`src/hw/rtl/egb_pkg.sv`:
```
// Shared types and constants for the epsilon-greedy bandit agent.
// Used by the controller, datapath, divider and top level; depends on nothing.
package egb_pkg;

	localparam int ARMS   = 16;
	localparam int ARM_W  = 4;
	localparam int NUM_W  = 5;
	localparam int EST_W  = 24;
	localparam int CNT_W  = 16;
	localparam int DRAW_W = 16;
	localparam int DVD_W  = 25;
	localparam int IDX_W  = 4;
	localparam int DATA_W = 16;

	localparam logic [IDX_W-1:0] REG_EPSILON     = 4'd0;
	localparam logic [IDX_W-1:0] REG_ARMS_IN_USE = 4'd1;

	localparam logic [DATA_W-1:0] EPSILON_RESET = 16'd6554;
	localparam logic [NUM_W-1:0]  ARMS_RESET    = 5'd10;

	localparam logic [1:0] DIV_SEL_UPD = 2'd0;
	localparam logic [1:0] DIV_SEL_EXP = 2'd1;
	localparam logic [1:0] DIV_SEL_TIE = 2'd2;

	typedef struct packed {
		logic                     has_reward;
		logic [ARM_W-1:0]         arm;
		logic signed [DRAW_W-1:0] reward;
		logic [DRAW_W-1:0]        explore_draw;
		logic [DRAW_W-1:0]        arm_draw;
		logic [DRAW_W-1:0]        tie_draw;
	} egb_item_t;

	typedef struct packed {
		logic [ARM_W-1:0] action;
		logic             explored;
	} egb_result_t;

	typedef struct packed {
		logic       load_item;
		logic       div_start;
		logic [1:0] div_sel;
		logic       write_upd;
		logic       scan_init;
		logic       scan1_step;
		logic       pick_load;
		logic       scan2_step;
		logic       emit_explore;
		logic       emit_greedy;
	} egb_cmd_t;

	typedef struct packed {
		logic upd_ok;
		logic explore;
		logic single_arm;
		logic last_idx;
		logic match;
	} egb_status_t;

	typedef struct packed {
		logic              wide;
		logic [DVD_W-1:0]  dividend;
		logic [CNT_W-1:0]  divisor;
	} egb_div_in_t;

endpackage

```
`src/hw/rtl/egb_div.sv`:
```
// Restoring divider, one quotient bit per cycle, 25-bit or 16-bit dividend.
// Depends on egb_pkg for widths and the operand struct.
module egb_div import egb_pkg::*; (
	input  logic              clk,
	input  logic              arst_n,
	input  logic              start,
	input  egb_div_in_t       op,
	output logic              done,
	output logic [DVD_W-1:0]  quo,
	output logic [CNT_W-1:0]  rem
);

	logic              run_q;
	logic              done_q;
	logic [NUM_W-1:0]  cnt_q;
	logic [DVD_W-1:0]  dq_q;
	logic [CNT_W-1:0]  rem_q;
	logic [CNT_W-1:0]  dvs_q;
	logic [CNT_W:0]    trial;
	logic [CNT_W:0]    diff;
	logic              ge;

	assign trial = {rem_q, dq_q[DVD_W-1]};
	assign diff  = trial - {1'b0, dvs_q};
	assign ge    = trial >= {1'b0, dvs_q};

	always_ff @(posedge clk or negedge arst_n) begin
		if (!arst_n) begin
			run_q  <= 1'b0;
			done_q <= 1'b0;
			cnt_q  <= '0;
		end else begin
			done_q <= 1'b0;
			if (start) begin
				run_q <= 1'b1;
				cnt_q <= op.wide ? NUM_W'(DVD_W - 1) : NUM_W'(DRAW_W - 1);
			end else if (run_q) begin
				cnt_q <= cnt_q - 1'b1;
				if (cnt_q == '0) begin
					run_q  <= 1'b0;
					done_q <= 1'b1;
				end
			end
		end
	end

	always_ff @(posedge clk) begin
		if (start) begin
			rem_q <= '0;
			dvs_q <= op.divisor;
			dq_q  <= op.wide ? op.dividend :
				{op.dividend[DRAW_W-1:0], {(DVD_W-DRAW_W){1'b0}}};
		end else if (run_q) begin
			rem_q <= ge ? diff[CNT_W-1:0] : trial[CNT_W-1:0];
			dq_q  <= {dq_q[DVD_W-2:0], ge};
		end
	end

	assign done = done_q;
	assign quo  = dq_q;
	assign rem  = rem_q;

endmodule

```
`src/hw/rtl/egb_datapath.sv`:
```
// Datapath: registers, arm tables, estimate update, scan and result register.
// Depends on egb_pkg; the divider's operands leave here and its results return.
module egb_datapath import egb_pkg::*; (
	input  logic              clk,
	input  logic              arst_n,
	input  logic              wr_en,
	input  logic [IDX_W-1:0]  wr_index,
	input  logic [DATA_W-1:0] wr_data,
	input  egb_item_t         item,
	input  egb_cmd_t          cmd,
	output egb_status_t       status,
	output egb_div_in_t       div_op,
	input  logic [DVD_W-1:0]  div_quo,
	input  logic [CNT_W-1:0]  div_rem,
	output logic              done,
	output egb_result_t       result
);

	egb_item_t                item_q;
	logic [DATA_W-1:0]        eps_q;
	logic [NUM_W-1:0]         arms_q;
	logic signed [EST_W-1:0]  est_q [ARMS];
	logic [CNT_W-1:0]         cnt_q [ARMS];
	logic [ARM_W-1:0]         idx_q;
	logic signed [EST_W-1:0]  best_q;
	logic [NUM_W-1:0]         ties_q;
	logic [NUM_W-1:0]         pick_q;
	logic [NUM_W-1:0]         seen_q;
	egb_result_t              result_q;
	logic                     done_q;

	logic [NUM_W-1:0]         n_eff;
	logic [ARM_W-1:0]         n_last;
	logic signed [EST_W-1:0]  est_rd;
	logic [CNT_W-1:0]         cnt_rd;
	logic [CNT_W-1:0]         cnt_new;
	logic signed [EST_W-1:0]  target;
	logic signed [DVD_W-1:0]  diff;
	logic [DVD_W-1:0]         diff_abs;
	logic [DVD_W:0]           step;
	logic [DVD_W:0]           est_sum;
	logic                     eq_best;

	always_comb begin
		if (arms_q == '0) begin
			n_eff = NUM_W'(1);
		end else if (arms_q > NUM_W'(ARMS)) begin
			n_eff = NUM_W'(ARMS);
		end else begin
			n_eff = arms_q;
		end
	end

	assign n_last   = ARM_W'(n_eff - 1'b1);
	assign est_rd   = est_q[idx_q];
	assign cnt_rd   = cnt_q[idx_q];
	assign cnt_new  = (cnt_rd == '1) ? cnt_rd : cnt_rd + 1'b1;
	assign target   = {item_q.reward, 8'd0};
	assign diff     = {target[EST_W-1], target} - {est_rd[EST_W-1], est_rd};
	assign diff_abs = diff[DVD_W-1] ? DVD_W'(-diff) : DVD_W'(diff);
	assign step     = diff[DVD_W-1] ? -{1'b0, div_quo} : {1'b0, div_quo};
	assign est_sum  = {{2{est_rd[EST_W-1]}}, est_rd} + step;
	assign eq_best  = est_rd == best_q;

	assign status.upd_ok     = item_q.has_reward && ({1'b0, item_q.arm} < n_eff);
	assign status.explore    = item_q.explore_draw < eps_q;
	assign status.single_arm = n_eff == NUM_W'(1);
	assign status.last_idx   = idx_q == n_last;
	assign status.match      = eq_best && (seen_q == pick_q);

	always_comb begin
		div_op = '0;
		unique case (cmd.div_sel)
			DIV_SEL_UPD: begin
				div_op.wide     = 1'b1;
				div_op.dividend = diff_abs;
				div_op.divisor  = cnt_new;
			end
			DIV_SEL_EXP: begin
				div_op.dividend = DVD_W'(item_q.arm_draw);
				div_op.divisor  = CNT_W'(n_eff);
			end
			DIV_SEL_TIE: begin
				div_op.dividend = DVD_W'(item_q.tie_draw);
				div_op.divisor  = CNT_W'(ties_q);
			end
			default: begin
				div_op = '0;
			end
		endcase
	end

	always_ff @(posedge clk or negedge arst_n) begin
		if (!arst_n) begin
			eps_q  <= EPSILON_RESET;
			arms_q <= ARMS_RESET;
			done_q <= 1'b0;
			for (int i = 0; i < ARMS; i++) begin
				est_q[i] <= '0;
				cnt_q[i] <= '0;
			end
		end else begin
			if (wr_en && wr_index == REG_EPSILON) begin
				eps_q <= wr_data;
			end
			if (wr_en && wr_index == REG_ARMS_IN_USE) begin
				arms_q <= wr_data[NUM_W-1:0];
			end
			if (cmd.write_upd) begin
				est_q[idx_q] <= est_sum[EST_W-1:0];
				cnt_q[idx_q] <= cnt_new;
			end
			done_q <= cmd.emit_explore || cmd.emit_greedy;
		end
	end

	always_ff @(posedge clk) begin
		if (cmd.load_item) begin
			item_q <= item;
			idx_q  <= item.arm;
		end
		if (cmd.scan_init) begin
			best_q <= est_q[0];
			ties_q <= NUM_W'(1);
			idx_q  <= ARM_W'(1);
		end
		if (cmd.scan1_step) begin
			if (est_rd > best_q) begin
				best_q <= est_rd;
				ties_q <= NUM_W'(1);
			end else if (eq_best) begin
				ties_q <= ties_q + 1'b1;
			end
			idx_q <= idx_q + 1'b1;
		end
		if (cmd.pick_load) begin
			pick_q <= div_rem[NUM_W-1:0];
			seen_q <= '0;
			idx_q  <= '0;
		end
		if (cmd.scan2_step) begin
			if (eq_best) begin
				seen_q <= seen_q + 1'b1;
			end
			idx_q <= idx_q + 1'b1;
		end
		if (cmd.emit_explore) begin
			result_q.action   <= div_rem[ARM_W-1:0];
			result_q.explored <= 1'b1;
		end
		if (cmd.emit_greedy) begin
			result_q.action   <= idx_q;
			result_q.explored <= 1'b0;
		end
	end

	assign done   = done_q;
	assign result = result_q;

endmodule

```
`src/hw/rtl/egb_ctrl.sv`:
```
// Controller state machine sequencing update, exploration and greedy scans.
// Depends on egb_pkg for the command and status structs.
module egb_ctrl import egb_pkg::*; (
	input  logic        clk,
	input  logic        arst_n,
	input  logic        start,
	input  egb_status_t status,
	input  logic        div_done,
	output egb_cmd_t    cmd,
	output logic        busy
);

	localparam logic [3:0] S_IDLE    = 4'd0;
	localparam logic [3:0] S_CHK     = 4'd1;
	localparam logic [3:0] S_DIV_UPD = 4'd2;
	localparam logic [3:0] S_WRITE   = 4'd3;
	localparam logic [3:0] S_DECIDE  = 4'd4;
	localparam logic [3:0] S_SCAN1   = 4'd5;
	localparam logic [3:0] S_TIE     = 4'd6;
	localparam logic [3:0] S_DIV_TIE = 4'd7;
	localparam logic [3:0] S_SCAN2   = 4'd8;
	localparam logic [3:0] S_DIV_EXP = 4'd9;

	logic [3:0] state_q;
	logic [3:0] state_d;

	always_comb begin
		cmd     = '0;
		state_d = state_q;
		unique case (state_q)
			S_IDLE: begin
				if (start) begin
					cmd.load_item = 1'b1;
					state_d       = S_CHK;
				end
			end
			S_CHK: begin
				if (status.upd_ok) begin
					cmd.div_start = 1'b1;
					cmd.div_sel   = DIV_SEL_UPD;
					state_d       = S_DIV_UPD;
				end else begin
					state_d = S_DECIDE;
				end
			end
			S_DIV_UPD: begin
				if (div_done) begin
					state_d = S_WRITE;
				end
			end
			S_WRITE: begin
				cmd.write_upd = 1'b1;
				state_d       = S_DECIDE;
			end
			S_DECIDE: begin
				if (status.explore) begin
					cmd.div_start = 1'b1;
					cmd.div_sel   = DIV_SEL_EXP;
					state_d       = S_DIV_EXP;
				end else begin
					cmd.scan_init = 1'b1;
					state_d       = status.single_arm ? S_TIE : S_SCAN1;
				end
			end
			S_SCAN1: begin
				cmd.scan1_step = 1'b1;
				if (status.last_idx) begin
					state_d = S_TIE;
				end
			end
			S_TIE: begin
				cmd.div_start = 1'b1;
				cmd.div_sel   = DIV_SEL_TIE;
				state_d       = S_DIV_TIE;
			end
			S_DIV_TIE: begin
				cmd.div_sel = DIV_SEL_TIE;
				if (div_done) begin
					cmd.pick_load = 1'b1;
					state_d       = S_SCAN2;
				end
			end
			S_SCAN2: begin
				if (status.match) begin
					cmd.emit_greedy = 1'b1;
					state_d         = S_IDLE;
				end else begin
					cmd.scan2_step = 1'b1;
				end
			end
			S_DIV_EXP: begin
				cmd.div_sel = DIV_SEL_EXP;
				if (div_done) begin
					cmd.emit_explore = 1'b1;
					state_d          = S_IDLE;
				end
			end
			default: begin
				state_d = S_IDLE;
			end
		endcase
	end

	always_ff @(posedge clk or negedge arst_n) begin
		if (!arst_n) begin
			state_q <= S_IDLE;
		end else begin
			state_q <= state_d;
		end
	end

	assign busy = state_q != S_IDLE;

endmodule

```
`src/hw/rtl/epsilon_greedy_bandit_agent.sv`:
```
// Top level of the epsilon-greedy bandit agent: controller, datapath and divider.
// Depends on egb_pkg, egb_ctrl, egb_datapath and egb_div.
//
// Channel   Direction  Handshake          Word
// item      in         start && !busy     egb_item_t
// result    out        done, one cycle    egb_result_t
// config    in         wr_en              wr_index, wr_data
//
// An item is quickest when it explores without a reward and slowest when it carries
// a reward and is chosen greedily over sixteen arms; the serial divider serves the
// estimate update and each modulo, and each greedy scan visits the arms in turn.
// Reset clears both arm tables at once; the result strobe cannot be held off, and
// a new word is taken in the cycle its predecessor's result is shown.
module epsilon_greedy_bandit_agent import egb_pkg::*; (
	input  logic              clk,
	input  logic              arst_n,
	input  logic              start,
	output logic              busy,
	input  egb_item_t         item,
	output logic              done,
	output egb_result_t       result,
	input  logic              wr_en,
	input  logic [IDX_W-1:0]  wr_index,
	input  logic [DATA_W-1:0] wr_data
);

	egb_cmd_t          cmd;
	egb_status_t       status;
	egb_div_in_t       div_op;
	logic              div_done;
	logic [DVD_W-1:0]  div_quo;
	logic [CNT_W-1:0]  div_rem;

	egb_ctrl u_ctrl (
		.clk      (clk),
		.arst_n   (arst_n),
		.start    (start),
		.status   (status),
		.div_done (div_done),
		.cmd      (cmd),
		.busy     (busy)
	);

	egb_datapath u_datapath (
		.clk      (clk),
		.arst_n   (arst_n),
		.wr_en    (wr_en),
		.wr_index (wr_index),
		.wr_data  (wr_data),
		.item     (item),
		.cmd      (cmd),
		.status   (status),
		.div_op   (div_op),
		.div_quo  (div_quo),
		.div_rem  (div_rem),
		.done     (done),
		.result   (result)
	);

	egb_div u_div (
		.clk    (clk),
		.arst_n (arst_n),
		.start  (cmd.div_start),
		.op     (div_op),
		.done   (div_done),
		.quo    (div_quo),
		.rem    (div_rem)
	);

	a_done_after_busy: assert property (@(posedge clk) disable iff (!arst_n)
		done |-> $past(busy))
		else $error("Result strobe without a word in progress.");

	a_start_takes: assert property (@(posedge clk) disable iff (!arst_n)
		start && !busy |=> busy)
		else $error("Accepted word did not start the sequence.");

	a_single_strobe: assert property (@(posedge clk) disable iff (!arst_n)
		done |=> !done)
		else $error("Result strobe lasted more than one cycle.");

	a_div_idle_start: assert property (@(posedge clk) disable iff (!arst_n)
		cmd.div_start |-> busy)
		else $error("Divider started outside a word.");

endmodule

```
`config.mk`:
```
export PLATFORM = sky130hd
export DESIGN_NAME = epsilon_greedy_bandit_agent
export DESIGN_NICKNAME = d
export VERILOG_FILES = /design/src/hw/rtl/egb_pkg.sv /design/src/hw/rtl/egb_div.sv /design/src/hw/rtl/egb_datapath.sv /design/src/hw/rtl/egb_ctrl.sv /design/src/hw/rtl/epsilon_greedy_bandit_agent.sv
export SDC_FILE = /design/constraint.sdc
export NUM_CORES = 2
export LEC_CHECK = 0
export ABC_AREA = 1
export BUFFER_PORTS_ARGS = -buffer_cell sky130_fd_sc_hd__buf_2
export CAP_MARGIN = 20
export CORE_UTILIZATION = 63
export CTS_CLUSTER_DIAMETER = 40
export CTS_CLUSTER_SIZE = 30
export DETAILED_ROUTE_END_ITERATION = 8
export PLACE_DENSITY = 0.8
export SYNTH_ARGS = -nofsm -noshare
export SYNTH_HDL_FRONTEND = slang
export SYNTH_HIERARCHICAL = 1
export SYNTH_SLANG_ARGS = --single-unit
```
`constraint.sdc`:
```
create_clock -name clk -period 8.7 [get_ports clk]
set_input_delay 0.87 -clock clk [delete_from_list [all_inputs] [get_ports clk]]
set_output_delay 0.87 -clock clk [all_outputs]
set_load 0.03 [all_outputs]
```
## Word level (Yosys, flattened, before mapping)

Cells that the tools add are included.

- Memories: 0
- RAM bits: 0
- Output and inout port bits: 7
- Bits in registers: 847
- Bits in latches: 0
- Input bits: 93
- Word-level logic and storage cells: 190
- ROM bits: 0

- Muxes and demuxes: 76
- Multipliers: 0
- Add/sub/neg operators: 11
- Div/mod/pow operators: 0
- Order comparisons: 7
- Equality and inequality tests: 23
- Shifts and indexed selects: 0
- Reductions and logical operators: 17
- Bitwise logic cells: 1

Operators with widths:

| cell | number |
|---|---|
| 384-bit bitwise mux | 1 |
| 256-bit bitwise mux | 1 |
| 24-bit 2-to-1 mux | 7 |
| 41-bit one-hot mux with 3 select lines | 1 |
| 25-bit 2-to-1 mux | 4 |
| 24-bit binary-select mux with 4-bit select | 1 |
| 24-bit demux with 4-bit select | 1 |
| 16-bit 2-to-1 mux | 5 |
| 5-bit 2-to-1 mux | 14 |
| 16-bit binary-select mux with 4-bit select | 1 |
| 16-bit demux with 4-bit select | 1 |
| 4-bit 2-to-1 mux | 12 |
| 4-bit one-hot mux with 10 select lines | 1 |
| 25-bit negation | 1 |
| 24-bit by 24-bit subtractor with 25-bit output | 1 |
| 24-bit adder | 1 |
| 24-bit equality test | 1 |
| 24-bit greater-than comparator | 1 |
| 24-bit negation | 1 |
| 1-bit 2-to-1 mux | 20 |
| 17-bit by 16-bit greater-or-equal comparator with 1-bit output | 1 |
| 16-bit by 1-bit adder with 16-bit output (second input constant) | 1 |
| 16-bit equality test (second input constant) | 1 |
| 4-bit by 3-bit equality test with 1-bit output (second input constant) | 4 |
| 35 further kinds | 52 |

## Longest topological paths before layout

- Depth after elaboration: 11
- Mapped depth: 45
- Gate-level depth less buffers: 37

## Hierarchy

The synthesis kept the hierarchy.

Modules (own cells, without submodules):

| module | area each (um^2) | instances | cells an instance | seq. area each (um^2) |
|---|---|---|---|---|
| egb_datapath | 40092.2 | 1 | 5054 | 19740.2 |
| egb_div | 3802.4 | 1 | 460 | 1726.7 |
| egb_ctrl | 436.7 | 1 | 79 | 100.1 |

## Least setup slack after synthesis

OpenSTA, ideal clock, no wires.

- Path kind: register to register
- Start point: reg u_datapath.idx_q[0]
- End point: reg u_datapath/est_q[162] (netlist name)
- Cell stages (with the launch flop): 42
- Setup time: 135 ps
- Required time: 8565 ps
- Buffers on the path: 10
- Period minus slack after synthesis: 6396 ps
- Path slack: 2304 ps
- Arrival: 6260 ps
- Cells stage by stage: edfxtp_1 buf_6 inv_8 buf_6 buf_6 buf_6 buf_2 clkbuf_1 clkbuf_1 nor2_1 o22ai_1 nand2_1 nand4_1 inv_1 ha_1 a21oi_1 o21ai_0 a21oi_1 [6 not listed] buf_6 buf_2 o21ai_0 fa_1 nand2_1 nand2_1 a21oi_1 o21ai_0 a21o_1 a21oi_1 o21ai_0 nand2_1 o211ai_1 nand2_1 nand2_1 xnor2_1 clkbuf_1 o21ai_0

- Cells in the longest elaborated chain, start to end: 8
- Elaborated cells on any way between the ends: 13
- Classes of those cells: add/sub: 2; order compare: 2; mux: 7; bitwise: 1; reduce/logical: 1

RTL lines:

| what | RTL line | source |
|---|---|---|
| start: declaration | egb_datapath.sv:24 | `logic [ARM_W-1:0] idx_q;` |
| start signal: assignment | egb_datapath.sv:120 | `idx_q <= item.arm;` |
| start signal: assignment | egb_datapath.sv:134 | `idx_q <= idx_q + 1'b1;` |
| start signal: assignment | egb_datapath.sv:145 | `idx_q <= idx_q + 1'b1;` |
| 4-bit inverter with 5-bit output (implied by the code) * | egb_datapath.sv:55, egb_datapath.sv:110 |  |
| 24-bit binary-select mux with 4-bit select | egb_datapath.sv:55 | `assign est_rd = est_q[idx_q];` |
| 24-bit 2-to-1 mux (implied by the code) (2 in series) | egb_datapath.sv:55 |  |
| 24-bit by 24-bit subtractor with 25-bit output | egb_datapath.sv:59 | `assign diff = {target[EST_W-1], target} - {est_rd[EST_W-1], est_rd};` |
| 24-bit 2-to-1 mux | egb_datapath.sv:61 | `assign step = diff[DVD_W-1] ? -{1'b0, div_quo} : {1'b0, div_quo};` |
| 24-bit adder | egb_datapath.sv:62 | `assign est_sum = {{2{est_rd[EST_W-1]}}, est_rd} + step;` |
| 384-bit bitwise mux * | egb_datapath.sv:110 | `est_q[idx_q] <= est_sum[EST_W-1:0];` |
| end signal: indexed assignment | egb_datapath.sv:110 |  |
| end: declaration | egb_datapath.sv:22 | `logic signed [EST_W-1:0] est_q [ARMS];` |

Mark *: on every way between the ends. The rest lies on a longest branch, timed or not. The select of a mux whose other input is x is not followed.
A chain may end at the register's enable or synchronous reset.

## Worst setup path in the final report

- Start point: reg u_datapath.idx_q[0]
- End point: reg u_datapath/est_q[258] (netlist name)

The elaborated chain is that of the path after synthesis.

==> flow_summary.ini <==
[route]
ant_nets = 0
wirelength_um = 127600
first_pass_iters = 7
via_per_inst = 5.967
drc = 0
drtIter0Drc = 4296
wl_per_cell_um = 19.33
num_vias = 39402

[clock_tree]
cts.sinks = 847
cts_tree = done
worstSkewPairLatency_ps = 690
cts_resized = 0
htreeDepth = 3
clk_pin_slew_worst_paths_ps = 60
clock_path_buffers = 3
cts_inserted_buffers = 114
post_cts_buffers = 0
cts-hold-fix-buffers = 0
cts_root_buf = clkbuf_16

[critical_path]
crit_top_cell = nand2_1
reg2reg_depth = 31
end_kind = flip-flop
arrival_ps = 8320
crit_slowest_cell = xnor2_1
cp-start-kind = flip-flop
critical_path_class = reg2reg
slowest_delay_ps = 840
critPathMaxFanout = 212
crit_required_ps = 9210
r2r_slack_ps = 890

[logic_synthesis]
ys_top_cells_by_area = dfrtp_1 (37%), nand2_1 (13%), o21ai_0 (9.5%)
synth_cell_type_count = 65
postSynthAreaPerCell_um2 = 7.926
netlist_area_mm2 = 0.04433
ys_seq_elements = 847
synthCells = 5593
seq_area_frac_synth_pct = 48.65
yosysTopAreaCellShare_pct = 37.48
synth_ff_type = dfrtp_1
syn_nets = 5799
ys_top_cells_by_count = nand2_1 (1,526), o21ai_0 (844), dfrtp_1 (664)
synth_most_common_cell = nand2_1
synthArstFlopShare_pct = 79.46
synth_warnings = 6
synth_top_cell_by_area = dfrtp_1
synth-edff-count = 123

[layout]
antenna_cells = 0
nets = 5776
finalCoreUtilization_pct = 71.43
drive_gt1_share_pct = 9.485
register_area_mm2 = 0.02157
fillers = 5369
multi_input_area_mm2 = 0.01913
syn_to_final_growth_pct = 11.28

[run]
max_cap_viol_count = 0

[placement]
dpl.hpwl_um = 76760
gp_congestion = 0.9391
portBuffers = 99
place_ws_ps = 1073

[global_routing]
antenna_found_initial = 1
grt.overflow.total = 0
grt_max_degree = 213
grt_util_all_layers_pct = 35.95
grt_pass1_vias = 37241
grt_pass1_wl_um = 201700

[die]
die_area_mm2 = 0.07143
num_rows = 96
ios = 100
die_h_um = 267.3
core-area_mm2 = 0.06907
die_w_um = 267.3
start_util_pct = 64.19

[power_and_ir_drop]
p_int_w = 0.007133
clkPwrFrac_pct = 54.3
power_w = 0.009245
power.share.switching_pct = 22.84
cellLeakagePower_nw = 23.42
p_sw_w = 0.002112
seqPwrFrac_pct = 43.8
pwr-share-comb_pct = 1.9
pwr_density_cell_mw_per_mm2 = 187.4
ir_worst_vdd_mv = 0.1630

[timing]
tightest_slew_ps = 1147
fin_skew_ps = 26.27
rsz0062_at_grt = false
maxSlewHeadroom_pct = 23.43
hold_violations = 0
slew_viol_final = 0
setup_slack_ps = 894.9
finalCritPeriodShare_pct = 89.71
fmax_ghz = 0.1281
tns_ps = 0
setup_viol = 0
fin_crit_ps = 7805

[outcome]
status = complete, no violations

[min_path]
hold_path.class = in2async
[sequential cells by signal, summed over array words and instances (netlist names), 16 cells and up]
signal	flops
u_datapath/best_q	24
u_datapath/cnt_q	256
u_datapath/eps_q	16
u_datapath/est_q	384
u_datapath/item_q	69
u_div/dvs_q	16
u_div/quo	25
u_div/rem	16
[routing by layer]
layer / GRT usage (%) / up-vias / part of all wire, %
li1: - / 18356 / -
met4: 17.38 / 2 / 4.9
met2: 57.20 / 2035 / 46
met1: 48.08 / 18578 / 40
met3: 5.866 / 431 / 9.4
met5: 0 / - / 0.010
[path summary, 6_finish.rpt]
check	from	to
min	arst_n	u_datapath/cnt_q[126]
max in group asynchronous	arst_n	u_datapath/est_q[67]
max reg2reg	u_datapath/idx_q[0]	u_datapath/est_q[258]
max	u_datapath/idx_q[0]	u_datapath/est_q[258]
min in group clk	item[56]	u_datapath/item_q[56]
min reg2reg	u_div/rem[10]	u_div/rem[10]
[area by class of cell]
type	instances	share of cell area [%]
sequential	847	43.72
timing repair buffer	188	2.597
inverter	539	4.121
multi-input combinational	3880	38.77
clock inverter	89	2.260
clock buffer	129	6.171
tap	931	2.361
[cells in the final DEF (no fill, tap or decap), types with 9 or more instances in the layout]
master and instances:
nor2_4 18, nor2_1 395, xor2_1 45, xnor2_1 26, nor2_2 34, o221ai_1 15
clkinvlp_4 9, nand3_1 251, inv_2 25, clkinv_4 13, clkinv_2 11, o211ai_1 29
a31oi_1 60, buf_2 98, edfxtp_1 123, nand2_1 1525, dfstp_2 9, inv_1 508
dfxtp_1 51, inv_6 24, o21ai_1 55, a21oi_1 182, o22ai_1 90, buf_4 80
nor3_1 30, bufinv_16 15, nand4_1 55, clkbuf_16 118, o21ai_0 844, inv_8 11
nand2_2 17, dfrtp_1 664, ha_1 111
[kinds of logic (layout without fill, tap and decap cells)]
group	after synthesis	count (layout)	share of synthesized area (%)
compound gates	1323	1323	15.98
xor+xnor	79	79	1.722
fa+ha+maj	113	113	3.223
buf+inv	866	945	8.366
flops	847	847	48.65
mux	1	1	0.02540
simple gates	2364	2364	22.03
[power by group through the flow]
stage	Sequential (W)	Clock [W]	Combinational [W]
after detailed placement	0.00412	0	0.000182
final	0.00405	0.00502	0.000180
after global routing	0.00405	0.00522	0.000207
after CTS	0.00405	0.00506	0.000184
after global placement	0.00412	0	0.000176
after floorplan	0.00412	0	0.0000708
[through the flow]
step / hold slack [ps] / cell area (µm²) / instances
final: 137.3 / 49330 / 6603
after detailed placement: 459.4 / 45090 / 6380
after floorplan: 436.7 / 44330 / 5593
after global routing: 174.3 / 49330 / 6603
after CTS: 143.1 / 49250 / 6598
after global placement: 454.0 / 45080 / 6379
[worst max-delay path: cells and delay by family, from the launching register on]
family	cells	cell delay, ps
fa+ha+maj	2	830
flops	1	560
buf+inv	3	840
xor+xnor	1	840
compound gates	13	2810
simple gates	12	1530
(Power assumes the default switching activity.)
